**src/design/erstep_pkg.sv**
```systemverilog
`timescale 1ns / 1ps
// Shared types and constants for the euclidean rhythm step generator.
// No dependencies; used by erstep_ctrl, erstep_datapath and the top level.
package erstep_pkg;

    // Field widths fixed by the register map and the result format
    localparam int CFG_W = 7;
    localparam int POS_W = 6;
    localparam int IDX_W = 2;

    // Register indexes
    localparam logic [IDX_W-1:0] CFG_STEPS    = 2'd0;
    localparam logic [IDX_W-1:0] CFG_DENSITY  = 2'd1;
    localparam logic [IDX_W-1:0] CFG_ROTATION = 2'd2;

    // Register reset values
    localparam logic [CFG_W-1:0] STEPS_RESET    = 7'd16;
    localparam logic [CFG_W-1:0] DENSITY_RESET  = 7'd0;
    localparam logic [CFG_W-1:0] ROTATION_RESET = 7'd0;

    typedef enum logic [2:0] {
        ST_IDLE,
        ST_INIT,
        ST_MERGE,
        ST_HEADS,
        ST_TAILS
    } t_state;

    typedef struct packed {
        logic cfg_we;
        logic init;
        logic merge;
        logic app_head;
        logic app_tail;
        logic tick_take;
        logic out_take;
    } t_dp_cmd;

    typedef struct packed {
        logic out_valid;
        logic merge_more;
        logic nh_zero;
        logic nt_zero;
    } t_dp_status;

endpackage

```
**src/design/erstep_ctrl.sv**
```systemverilog
`timescale 1ns / 1ps
// Control state machine: handshakes and the pattern build sequence.
// Depends on erstep_pkg; drives erstep_datapath through t_dp_cmd.
module erstep_ctrl (
    input  logic                             i_clk,
    input  logic                             i_rst_n,
    input  logic                             i_valid,
    input  logic                             i_tick,
    output logic                             o_stall,
    input  logic                             i_stall,
    input  logic                             i_cfg_valid,
    input  logic [erstep_pkg::IDX_W-1:0]     i_cfg_index,
    output logic                             o_cfg_ready,
    input  erstep_pkg::t_dp_status           i_status,
    output erstep_pkg::t_dp_cmd              o_cmd
);

    erstep_pkg::t_state r_state;
    erstep_pkg::t_state n_state;
    logic               w_idle;
    logic               w_stall;
    logic               w_build_start;

    assign w_idle        = (r_state == erstep_pkg::ST_IDLE);
    assign w_stall       = !w_idle || (i_status.out_valid && i_stall);
    assign w_build_start = i_cfg_valid && w_idle &&
                           ((i_cfg_index == erstep_pkg::CFG_STEPS) ||
                            (i_cfg_index == erstep_pkg::CFG_DENSITY));

    always_comb begin
        n_state = r_state;
        case (r_state)
            erstep_pkg::ST_IDLE: begin
                if (w_build_start) begin
                    n_state = erstep_pkg::ST_INIT;
                end
            end
            erstep_pkg::ST_INIT: begin
                n_state = erstep_pkg::ST_MERGE;
            end
            erstep_pkg::ST_MERGE: begin
                if (!i_status.merge_more) begin
                    n_state = erstep_pkg::ST_HEADS;
                end
            end
            erstep_pkg::ST_HEADS: begin
                if (i_status.nh_zero) begin
                    n_state = erstep_pkg::ST_TAILS;
                end
            end
            erstep_pkg::ST_TAILS: begin
                if (i_status.nt_zero) begin
                    n_state = erstep_pkg::ST_IDLE;
                end
            end
            default: begin
                n_state = erstep_pkg::ST_IDLE;
            end
        endcase
    end

    always_comb begin
        o_cmd           = '0;
        o_cmd.cfg_we    = i_cfg_valid && w_idle;
        o_cmd.tick_take = i_valid && !w_stall && i_tick;
        o_cmd.out_take  = i_status.out_valid && !i_stall;
        case (r_state)
            erstep_pkg::ST_INIT:  o_cmd.init     = 1'b1;
            erstep_pkg::ST_MERGE: o_cmd.merge    = i_status.merge_more;
            erstep_pkg::ST_HEADS: o_cmd.app_head = !i_status.nh_zero;
            erstep_pkg::ST_TAILS: o_cmd.app_tail = !i_status.nt_zero;
            default: begin
            end
        endcase
    end

    always_ff @(posedge i_clk) begin
        if (!i_rst_n) begin
            r_state <= erstep_pkg::ST_IDLE;
        end else begin
            r_state <= n_state;
        end
    end

    assign o_stall     = w_stall;
    assign o_cfg_ready = w_idle;

    // Leaving the build, both the head and the tail copies must be used up
    a_build_drained: assert property (@(posedge i_clk) disable iff (!i_rst_n)
        (w_idle && ($past(r_state) == erstep_pkg::ST_TAILS)) |->
            (i_status.nh_zero && i_status.nt_zero))
        else $error("build finished with copies left");

    // A build is only ever started by a steps or density transfer
    a_build_cause: assert property (@(posedge i_clk) disable iff (!i_rst_n)
        (r_state == erstep_pkg::ST_INIT) |->
            ($past(w_idle) && $past(i_cfg_valid)))
        else $error("build started without a config transfer");

endmodule

```
**src/design/erstep_datapath.sv**
```systemverilog
`timescale 1ns / 1ps
// Datapath: config registers, Bjorklund merge/append unit, pattern,
// step counter and output register. Depends on erstep_pkg.
module erstep_datapath #(
    parameter int MAX_STEPS = 64
) (
    input  logic                              i_clk,
    input  logic                              i_rst_n,
    input  erstep_pkg::t_dp_cmd               i_cmd,
    input  logic [erstep_pkg::IDX_W-1:0]      i_cfg_index,
    input  logic [erstep_pkg::CFG_W-1:0]      i_cfg_data,
    output erstep_pkg::t_dp_status            o_status,
    output logic                              o_pulse,
    output logic [erstep_pkg::POS_W-1:0]      o_step_position
);

    localparam int CW  = erstep_pkg::CFG_W;
    localparam int PW  = erstep_pkg::POS_W;
    localparam int PIW = (MAX_STEPS > 1) ? $clog2(MAX_STEPS) : 1;
    localparam logic [CW-1:0] MAX_N = CW'(MAX_STEPS);

    logic [CW-1:0]        r_steps, r_density, r_rotation;
    logic [PW-1:0]        r_counter, n_counter;
    logic [MAX_STEPS-1:0] r_pattern, n_pattern;
    logic [MAX_STEPS-1:0] r_hb, n_hb, r_tb, n_tb;
    logic [CW-1:0]        r_hl, n_hl, r_tl, n_tl;
    logic [CW-1:0]        r_nh, n_nh, r_nt, n_nt;
    logic [CW-1:0]        r_len, n_len;
    logic                 r_out_valid;
    logic                 r_pulse;
    logic [PW-1:0]        r_pos;

    logic [CW-1:0]        w_n, w_k, w_rot;
    logic [CW-1:0]        w_sum, w_pos, w_cnt_inc;
    logic [MAX_STEPS-1:0] w_merged;
    logic                 w_steps_we;

    // Effective cycle length and saturated density/rotation
    always_comb begin
        w_n = r_steps;
        if (r_steps == '0) begin
            w_n = CW'(1);
        end else if (r_steps > MAX_N) begin
            w_n = MAX_N;
        end
        w_k   = (r_density  > w_n) ? w_n : r_density;
        w_rot = (r_rotation > w_n) ? w_n : r_rotation;
    end

    // Read position: both terms stay below 2n, so one subtract wraps it
    assign w_sum     = w_rot + CW'(r_counter);
    assign w_pos     = (w_sum >= w_n) ? (w_sum - w_n) : w_sum;
    assign w_cnt_inc = CW'(r_counter) + CW'(1);
    assign w_merged  = r_hb | (r_tb << r_hl);
    assign w_steps_we = i_cmd.cfg_we && (i_cfg_index == erstep_pkg::CFG_STEPS);

    always_comb begin
        n_counter = r_counter;
        if (w_steps_we) begin
            n_counter = '0;
        end else if (i_cmd.tick_take) begin
            n_counter = (w_cnt_inc >= w_n) ? '0 : w_cnt_inc[PW-1:0];
        end
    end

    always_comb begin
        n_pattern = r_pattern;
        n_len     = r_len;
        n_hb      = r_hb;
        n_tb      = r_tb;
        n_hl      = r_hl;
        n_tl      = r_tl;
        n_nh      = r_nh;
        n_nt      = r_nt;
        if (i_cmd.init) begin
            n_pattern = '0;
            n_len     = '0;
            n_hb      = MAX_STEPS'(1);
            n_tb      = '0;
            n_hl      = CW'(1);
            n_tl      = CW'(1);
            n_nh      = w_k;
            n_nt      = w_n - w_k;
        end else if (i_cmd.merge) begin
            n_hb = w_merged;
            n_hl = r_hl + r_tl;
            if (r_nh < r_nt) begin
                n_nt = r_nt - r_nh;
            end else begin
                n_tb = r_hb;
                n_tl = r_hl;
                n_nh = r_nt;
                n_nt = r_nh - r_nt;
            end
        end else if (i_cmd.app_head) begin
            n_pattern = r_pattern | (r_hb << r_len);
            n_len     = r_len + r_hl;
            n_nh      = r_nh - CW'(1);
        end else if (i_cmd.app_tail) begin
            n_pattern = r_pattern | (r_tb << r_len);
            n_len     = r_len + r_tl;
            n_nt      = r_nt - CW'(1);
        end
    end

    always_ff @(posedge i_clk) begin
        if (!i_rst_n) begin
            r_steps     <= erstep_pkg::STEPS_RESET;
            r_density   <= erstep_pkg::DENSITY_RESET;
            r_rotation  <= erstep_pkg::ROTATION_RESET;
            r_counter   <= '0;
            r_pattern   <= '0;
            r_out_valid <= 1'b0;
        end else begin
            if (i_cmd.cfg_we) begin
                case (i_cfg_index)
                    erstep_pkg::CFG_STEPS:    r_steps    <= i_cfg_data;
                    erstep_pkg::CFG_DENSITY:  r_density  <= i_cfg_data;
                    erstep_pkg::CFG_ROTATION: r_rotation <= i_cfg_data;
                    default: begin
                    end
                endcase
            end
            r_counter <= n_counter;
            r_pattern <= n_pattern;
            if (i_cmd.tick_take) begin
                r_out_valid <= 1'b1;
            end else if (i_cmd.out_take) begin
                r_out_valid <= 1'b0;
            end
        end
    end

    always_ff @(posedge i_clk) begin
        r_len <= n_len;
        r_hb  <= n_hb;
        r_tb  <= n_tb;
        r_hl  <= n_hl;
        r_tl  <= n_tl;
        r_nh  <= n_nh;
        r_nt  <= n_nt;
        if (i_cmd.tick_take) begin
            r_pulse <= r_pattern[w_pos[PIW-1:0]];
            r_pos   <= w_pos[PW-1:0];
        end
    end

    assign o_status.out_valid  = r_out_valid;
    assign o_status.merge_more = (r_nt > CW'(1)) && (r_nh != '0);
    assign o_status.nh_zero    = (r_nh == '0);
    assign o_status.nt_zero    = (r_nt == '0);
    assign o_pulse             = r_pulse;
    assign o_step_position     = r_pos;

    a_counter_range: assert property (@(posedge i_clk) disable iff (!i_rst_n)
        (CW'(r_counter) < w_n))
        else $error("step counter beyond cycle length");

    a_head_fits: assert property (@(posedge i_clk) disable iff (!i_rst_n)
        i_cmd.app_head |-> ((8'(r_len) + 8'(r_hl)) <= 8'(w_n)))
        else $error("head copy overruns the cycle");

    a_tail_fits: assert property (@(posedge i_clk) disable iff (!i_rst_n)
        i_cmd.app_tail |-> ((8'(r_len) + 8'(r_tl)) <= 8'(w_n)))
        else $error("tail copy overruns the cycle");

endmodule

```
**src/design/euclidean_rhythm_step_generator.sv**
```systemverilog
`timescale 1ns / 1ps
// Euclidean rhythm step generator: a cycle of 'steps' steps carrying 'density'
// pulses spread by the Bjorklund recursion. Each transfer with i_tick high
// returns one result: whether the step at (rotation + counter) mod steps holds
// a pulse, and that step index; the counter then advances and wraps at steps.
// A transfer with i_tick low is taken and dropped. A tick's result is
// registered into the output register at the edge that takes the tick; the
// next tick may enter in the same cycle that the pending result is taken, so
// ticks flow at one per cycle while the downstream side keeps up and no
// rebuild is running. Writing steps or density rebuilds the pattern in the
// datapath's merge/append unit: it loads, runs the merges of the recursion,
// appends the head copies, then the tail copies, and closes each of the
// merge, head and tail phases in a step of its own. Merges and copies
// together never exceed the effective steps. During the rebuild o_stall is
// high and o_cfg_ready is low. Writing steps also returns the counter to
// zero. Steps of zero act as one, steps above MAX_STEPS act as MAX_STEPS;
// density and rotation saturate to the effective steps, and rotation equal
// to steps acts as zero. Write registers only while no tick result is
// outstanding. Depends on erstep_pkg, erstep_ctrl and erstep_datapath.
module euclidean_rhythm_step_generator #(
    parameter int MAX_STEPS = 64
) (
    input  logic                             i_clk,
    input  logic                             i_rst_n,
    // Tick input channel
    input  logic                             i_valid,
    output logic                             o_stall,
    input  logic                             i_tick,
    // Result channel
    output logic                             o_valid,
    input  logic                             i_stall,
    output logic                             o_pulse,
    output logic [erstep_pkg::POS_W-1:0]     o_step_position,
    // Register write channel
    input  logic                             i_cfg_valid,
    output logic                             o_cfg_ready,
    input  logic [erstep_pkg::IDX_W-1:0]     i_cfg_index,
    input  logic [erstep_pkg::CFG_W-1:0]     i_cfg_data
);

    erstep_pkg::t_dp_cmd    w_cmd;
    erstep_pkg::t_dp_status w_status;

    // Sequencer: handshakes plus the rebuild order (load, merge, heads, tails)
    erstep_ctrl u_ctrl (
        .i_clk       (i_clk),
        .i_rst_n     (i_rst_n),
        .i_valid     (i_valid),
        .i_tick      (i_tick),
        .o_stall     (o_stall),
        .i_stall     (i_stall),
        .i_cfg_valid (i_cfg_valid),
        .i_cfg_index (i_cfg_index),
        .o_cfg_ready (o_cfg_ready),
        .i_status    (w_status),
        .o_cmd       (w_cmd)
    );

    // Registers, pattern builder, step counter and the output register
    erstep_datapath #(
        .MAX_STEPS (MAX_STEPS)
    ) u_datapath (
        .i_clk           (i_clk),
        .i_rst_n         (i_rst_n),
        .i_cmd           (w_cmd),
        .i_cfg_index     (i_cfg_index),
        .i_cfg_data      (i_cfg_data),
        .o_status        (w_status),
        .o_pulse         (o_pulse),
        .o_step_position (o_step_position)
    );

    // Result valid comes straight from the output register
    assign o_valid = w_status.out_valid;

endmodule

```
**config.mk**
```make
export PLATFORM = sky130hd
export DESIGN_NAME = euclidean_rhythm_step_generator
export DESIGN_NICKNAME = d
export VERILOG_FILES = /design/src/design/erstep_pkg.sv /design/src/design/erstep_ctrl.sv /design/src/design/erstep_datapath.sv /design/src/design/euclidean_rhythm_step_generator.sv
export SDC_FILE = /design/constraint.sdc
export NUM_CORES = 1
export LEC_CHECK = 0
export BUFFER_PORTS_ARGS = -buffer_cell sky130_fd_sc_hd__buf_4
export CORE_ASPECT_RATIO = 1.2
export CORE_MARGIN = 5
export CORE_UTILIZATION = 55
export DETAILED_ROUTE_END_ITERATION = 8
export HOLD_SLACK_MARGIN = 0.02
export PLACE_DENSITY = 0.71
export SLEW_MARGIN = 20
export SYNTH_ARGS = -nofsm -noshare
export SYNTH_HDL_FRONTEND = slang
export SYNTH_SLANG_ARGS = --single-unit
```
**constraint.sdc**
```tcl
create_clock -name i_clk -period 6.4 [get_ports i_clk]
set_input_delay 0.64 -clock i_clk [delete_from_list [all_inputs] [get_ports i_clk]]
set_output_delay 0.64 -clock i_clk [all_outputs]
set_load 0.02 [all_outputs]
```
# Yosys cells after proc, flatten, opt, wreduce, memory -nomap -nowiden
# Index checks and enable logic that the tools add are counted.
[word_totals]
reg_bits = 265
wordCells = 123
input_bits = 15
output_inout_bits = 10
[op_classes]
n_mux = 32
magnitude_cmp = 8
n_eq_ne = 12
addsub = 11
n_reduce_logical = 35
bitwise_logic = 6
n_shift = 3
[op_table]
columns = ["op", "count"]
rows = [
  ["OR 64 bit", 3],
  ["<< shifter 64 x 7 -> 64 bit", 3],
  ["two-way mux 64 bit", 2],
  ["two-way mux 7 bit", 15],
  ["adder 7 bit", 3],
  ["zero test 7 bit", 3],
  ["subtractor 7 bit", 3],
  ["case mux 3 bit (5 select lines)", 1],
  [">= comparator 7 bit", 2],
  ["greater-than comparator 7 bit", 2],
  ["AND reduction 2 bit", 7],
  ["subtractor 7 x 1 -> 7 bit, second input constant", 2],
  ["two-way mux 3 bit", 4],
  ["two-way mux 6 bit", 2],
  ["logical AND 1 bit", 8],
  ["adder 6 x 1 -> 7 bit, second input constant", 1],
  ["adder 7 x 6 -> 7 bit", 1],
  ["greater-than comparator 7 x 1 -> 1 bit, second input constant", 1],
  ["greater-than comparator 7 bit, second input constant", 1],
  ["< comparator 6 x 7 -> 1 bit, second input constant", 1],
  ["< comparator 7 bit", 1],
  ["two-way mux 1 bit", 7],
  ["nonzero test 7 bit", 1],
  ["binary-select mux 1 bit (select 6 bit)", 1],
  ["other kinds (19)", 32],
]

# Longest topological paths before layout
[depth]
depth_word = 10
depth_mapped = 29

# By module
# A second synthesis with hierarchy kept.
[unflattened]
hier_cells = 2459
area_unflattened_um2 = 19996.7
[modules_own_cells]
columns = ["module", "area_per_inst_um2", "n_inst", "cells_per_inst"]
rows = [
  ["erstep_datapath", 19766.5, 1, 2434],
  ["erstep_ctrl", 230.2, 1, 25],
]

# Least setup slack after synthesis
# OpenSTA, ideal clock, no wires.
[synth_timing]
path_kind = "flip-flop to flip-flop"
startpoint = "register u_datapath.r_steps[6]"
endpoint = "register u_datapath.r_pulse, in the netlist u_datapath.o_pulse (data pin)"
path_slack_ns = 0.715
path_buffers = 3
stages_incl_launch_ff = 27
t_arrival_ns = 5.429
period_less_slack_ns = 5.685
cell_sequence = "dfxtp_1 clkbuf_1 nor2b_1 inv_1 ha_1 a21oi_1 nor2b_1 o21ai_0 o21ai_0 o22ai_1 clkbuf_1 nand2_1 o21ai_0 ha_1 inv_1 fa_1 o21ai_0 xor2_1 ha_1 o2111ai_1 o21a_1 o311ai_2 buf_2 mux2_2 a2111oi_0 nand4b_1 and4_1"
[synth_via]
elab_chain_cells = 10
[synth_lines]
columns = ["item", "line", "rtl"]
rows = [
  ["from (decl)", "erstep_datapath.sv:22", "logic [CW-1:0] r_steps, r_density, r_rotation;"],
  ["from (signal assigned)", "erstep_datapath.sv:108", "r_steps <= erstep_pkg::STEPS_RESET;"],
  ["from (signal assigned)", "erstep_datapath.sv:117", "erstep_pkg::CFG_STEPS: r_steps <= i_cfg_data;"],
  ["greater-than comparator 7 bit", "erstep_datapath.sv:43", "end else if (r_steps > MAX_N) begin"],
  ["two-way mux 7 bit", "erstep_datapath.sv:43", ""],
  ["two-way mux 7 bit (*)", "erstep_datapath.sv:41", "if (r_steps == '0) begin"],
  ["greater-than comparator 7 bit", "erstep_datapath.sv:47", "w_rot = (r_rotation > w_n) ? w_n : r_rotation;"],
  ["two-way mux 7 bit", "erstep_datapath.sv:47", ""],
  ["adder 7 x 6 -> 7 bit", "erstep_datapath.sv:51", "assign w_sum = w_rot + CW'(r_counter);"],
  ["subtractor 6 bit or >= comparator 7 bit (tied branches)", "erstep_datapath.sv:52", "assign w_pos = (w_sum >= w_n) ? (w_sum - w_n) : w_sum;"],
  ["two-way mux 6 bit (*)", "erstep_datapath.sv:52", ""],
  ["binary-select mux 1 bit (select 6 bit) (*)", "erstep_datapath.sv:143", "r_pulse <= r_pattern[w_pos[PIW-1:0]];"],
  ["two-way mux 1 bit (implied by the code) (*)", "erstep_datapath.sv:143", ""],
  ["to (signal assigned)", "erstep_datapath.sv:143", ""],
  ["to (decl)", "erstep_datapath.sv:30", "logic r_pulse;"],
]
# Every way passes the cells marked *; elsewhere a longest branch is shown, timed or not. The select of a mux whose other input is x is not followed.
# A chain may end at the register's enable or synchronous reset.

# Final worst setup path
# Ends and elaborated chain as after synthesis.

==> results list <==
- Num Clock Sinks: 265
- In the synthesized netlist, the number of instances is between 2000 and 2500.
- Clock input transition at the sequential cells of the worst setup and hold paths: 70 ps
* Startpoint types: flip-flop
* Via count of the first global-routing pass: 17662
- Path class of the lowest-slack min-delay path: input port to flip-flop
- The longest clock path from root to sink contains 3 buffers.
* Max IR drop VDD: 0.250 mV
- After the last flow step, the layout net total stands at 2356.
- The worst setup path is captured at a flip-flop.
- Tightest slew margin relative to the limit: 0.299
* Clock Root Buffer: sky130_fd_sc_hd__clkbuf_16
- Buffers added to address setup during post-CTS repair amount to 0.
* CTS-repair resized insts: 0
- The number of different library cells used by synthesis comes to 84.
* Largest net degree at the start of global routing: 86
- DPL Wire Length: 47.9 mm
* Largest stage delay on the critical path: 470 ps
- Data on the critical path is required at its endpoint by 6740 ps.
- TritonCTS built the clock tree.
* Startpoint of the worst-slack reg-to-reg timing path: u_datapath.r_steps[6]$_SDFFE_PN0P_
* Setup repair after global routing missed its margin: false
- Of the cells placed in the final design, the portion with a size suffix greater than 1 is 0.139.
- Total length of routed wires: 65.5 mm
- Of the available clock period, the critical path in the final layout requires 0.936.
- sky130_fd_sc_hd__dfxtp_1 takes more of the synthesized area than any other cell.
* Final total power: 5.76 mW
- Including well taps, the total number of placed cells is 2703.
- Tracing the worst setup path back leads to its startpoint at u_datapath.r_steps[6]$_SDFFE_PN0P_.
* Total negative slack: 0 ps
- The Yosys step of the flow raised 0 warnings.
- The tightest hold path in the finished design has a slack of roughly 310 ps.
- The floorplan step defined a core boundary enclosing 0.0368 mm^2.
- Filler cells: ~3200
- Total routing usage reported by global routing: 0.309
- Crit-path max FO: 33
- # IOs: 25
* Cell area after synthesis: 0.0204 mm^2
- Number of nets with antenna violations after routing: 0
* Post-synthesis register bit count: 265
* Total gr overflow: 0
* Vias: 18577
- Count of hold-fix buffers inserted at cts: 0
* Minimum period implied by the final worst setup slack: around 6000 ps
- Site Rows: 77
- Core occupancy in the finished layout: 0.595
- The share of the Yosys chip area taken by registers is 0.270.
* Portion of synthesized cell area occupied by the leading cell type: 0.239
* Count of flip-flops with a built-in enable after synthesis: 21
- Post-Syn Nets: 2433
* Slowest CP cell: sky130_fd_sc_hd__a2111oi_1
- Global-route wire length before repair: 102 mm
* Cell class contributing the biggest share of worst-path delay: compound AO/OA/AOI/OAI gates
* ANT cells: 0
- Fin. Hold Viols: 0
- The run finished with clean final reports.
- The die covers 0.0411 mm^2.
* Clock insertion delay at the later pin of the skew report: about 600 ps
* Leakage power: 8.52 nW
- In the synthesized netlist the dominant register cell turns out to be sky130_fd_sc_hd__dfxtp_1.
- Final Skew: 24.0 ps
- Ranked by total cell area, the synthesized netlist is headed by sky130_fd_sc_hd__dfxtp_1 24%, sky130_fd_sc_hd__mux2i_1 13%, sky130_fd_sc_hd__mux4_2 12%.
- Routability-driven placement finished with a final weighted congestion of slightly above 1.
* Non-filler instance count after layout: 2761
- Worst Path Arrival: approximately 6300 ps
- Buffers placed on the I/O ports in this run total 24.
* Crit path buffers/inverters: 3
- Static timing analysis puts the maximum clock frequency at 167 MHz.
- After detailed routing, the average wire length per cell comes to 23.7 um.
* Number of design-rule violations left by the first detailed-router iteration: around 2100
* Via count normalized by instance count: 6.73
* Maximum capacitance violations: 0
- Compared with the post-synthesis result, the final layout area differs by 7.32%.
* First-pass detailed-route iteration total: 6
- Horizontal extent of the die: between 150 and 200 um
- Async set-reset flop share out of synthesis: 0
* Die Ht: about 220 um
* Number of buffers created by CTS: 31
- Initial core utilization: 0.555
* Average cell area after synthesis: 8.73 um^2
- Setup violations remaining at the end of the flow were counted as 0.
- Number of H-tree levels: 1
- Power density over the cells: 263 mW/mm^2
* Number of remaining DRC errors: 0
- The worst hold path begins at i_cfg_data[4].
- Antenna violations before repair: 0
- Max-slew violations: 0
- For the pin with the worst max-slew slack, the measured transition is between 1000 and 1500 ps.
- The worst setup path is of the flip-flop to flip-flop kind.
==> worst reg2reg max path: stages, from the launching register on <==
cell and delay, ps:
sky130_fd_sc_hd__dfxtp_2 390, sky130_fd_sc_hd__nor2b_1 240, sky130_fd_sc_hd__inv_1 190, sky130_fd_sc_hd__ha_1 330, sky130_fd_sc_hd__nor2b_1 130, sky130_fd_sc_hd__o21ai_0 130
sky130_fd_sc_hd__o21ai_0 130, sky130_fd_sc_hd__o22ai_1 210, sky130_fd_sc_hd__buf_4 190, sky130_fd_sc_hd__nand2_1 60, sky130_fd_sc_hd__o21ai_0 120, sky130_fd_sc_hd__ha_1 290
sky130_fd_sc_hd__a21o_1 190, sky130_fd_sc_hd__a21oi_1 280, sky130_fd_sc_hd__o21bai_1 100, sky130_fd_sc_hd__a21oi_1 180, sky130_fd_sc_hd__xnor2_1 110, sky130_fd_sc_hd__ha_1 340
sky130_fd_sc_hd__o2111ai_1 140, sky130_fd_sc_hd__o21a_1 270, sky130_fd_sc_hd__o311ai_4 280, sky130_fd_sc_hd__buf_12 260, sky130_fd_sc_hd__mux2_2 390, sky130_fd_sc_hd__a2111oi_1 470
sky130_fd_sc_hd__nand4b_1 140, sky130_fd_sc_hd__and4_1 200
==> state kept, by name (all words and copies together) (netlist names) <==
| name | count |
|---|---|
| u_ctrl.r_state | 3 |
| u_datapath.o_pulse | 1 |
| u_datapath.o_step_position | 6 |
| u_datapath.r_counter | 6 |
| u_datapath.r_density | 7 |
| u_datapath.r_hb | 64 |
| u_datapath.r_hl | 7 |
| u_datapath.r_len | 7 |
| u_datapath.r_nh | 7 |
| u_datapath.r_nt | 7 |
| u_datapath.r_out_valid | 1 |
| u_datapath.r_pattern | 64 |
| u_datapath.r_rotation | 7 |
| u_datapath.r_steps | 7 |
| u_datapath.r_tb | 64 |
| u_datapath.r_tl | 7 |
==> cell usage in the layout, fill, tap and decap left out, types with 18 or more instances in the layout <==
cell type and n:
sky130_fd_sc_hd__nand3_1 32, sky130_fd_sc_hd__mux4_2 106, sky130_fd_sc_hd__a21o_1 28, sky130_fd_sc_hd__a22oi_1 18, sky130_fd_sc_hd__mux2i_1 263, sky130_fd_sc_hd__inv_1 58
sky130_fd_sc_hd__dfxtp_1 236, sky130_fd_sc_hd__o21ai_0 119, sky130_fd_sc_hd__ha_1 71, sky130_fd_sc_hd__nor3_1 50, sky130_fd_sc_hd__a221oi_1 37, sky130_fd_sc_hd__a21oi_1 190
sky130_fd_sc_hd__mux2_2 52, sky130_fd_sc_hd__xnor2_1 25, sky130_fd_sc_hd__buf_4 58, sky130_fd_sc_hd__edfxtp_1 21, sky130_fd_sc_hd__a211oi_1 37, sky130_fd_sc_hd__o22ai_1 26
sky130_fd_sc_hd__nand2_1 312, sky130_fd_sc_hd__nor2b_1 42, sky130_fd_sc_hd__clkbuf_16 33, sky130_fd_sc_hd__o211ai_1 19, sky130_fd_sc_hd__nor2_1 204
==> area by class of cell <==
class	count	area, um^2	area share
timing repair buffer	60	475	0.0217
tap	474	593	0.0271
inverter	63	236	0.0108
clock inverter	18	163	0.00742
sequential	265	5530	0.252
multi-input combinational	1842	14000	0.640
clock buffer	39	898	0.0410
==> through the flow <==
step,worst slack [ps],cell area [um^2]
after global placement,249,20800
after CTS,62.3,21800
after floorplan,715,20400
after global routing,26.1,21900
after detailed placement,87.1,20800
final,409,21900
==> report_power, final <==
group	switching [mW]	total, mW	internal [mW]
combinational	0.971	1.73	0.762
sequential	0.358	2.17	1.81
clock	0.777	1.85	1.08
==> worst paths after layout <==
check	end	slack, ps	depth (start not counted)
worst max register to register	u_datapath.o_pulse$_DFFE_PP_	410	25
worst min register to register	u_datapath.r_tb[7]$_SDFFE_PP0P_	470	2
worst min-delay path	u_datapath.r_steps[4]$_SDFFE_PN1P_	310	3
worst max-delay path	u_datapath.o_pulse$_DFFE_PP_	410	25
==> cell families after synthesis <==
group                      Yosys count  share of synthesized area
and+or+nand+nor                    713                      0.152
DFF                                265                      0.270
xor gates and xnor gates            42                     0.0180
buffers and inverters              233                     0.0485
AOI/OAI and AO/OA                  582                      0.182
adders and majority gates           78                     0.0504
muxes                              427                      0.279
==> cells in the mapped netlist, drive strengths merged, types with 8 or more instances <==
cell type and number:
nand2 315, mux2i 266, dfxtp 244, nor2 209
a21oi 191, o21ai 126, clkbuf 108, mux4 106
ha 71, buf 62, inv 62, mux2 55
nor3 54, nor2b 43, a211oi 37, a221oi 37
nand3 32, a21o 28, o22ai 26, xnor2 25
edfxtp 21, a22oi 20, o211ai 19, xor2 17
o21a 16, and2 13, a22o 12, nand2b 10
nand4 10, a31oi 8
==> routing by layer <==
metal	wire length [um]	GRT usage	vias up
li1	-	-	8472
met1	26200	0.415	8998
met2	30400	0.490	892
met3	5280	0.0445	215
met4	3620	0.147	0
met5	0	0	-
Power figures use the tool's default switching activity.
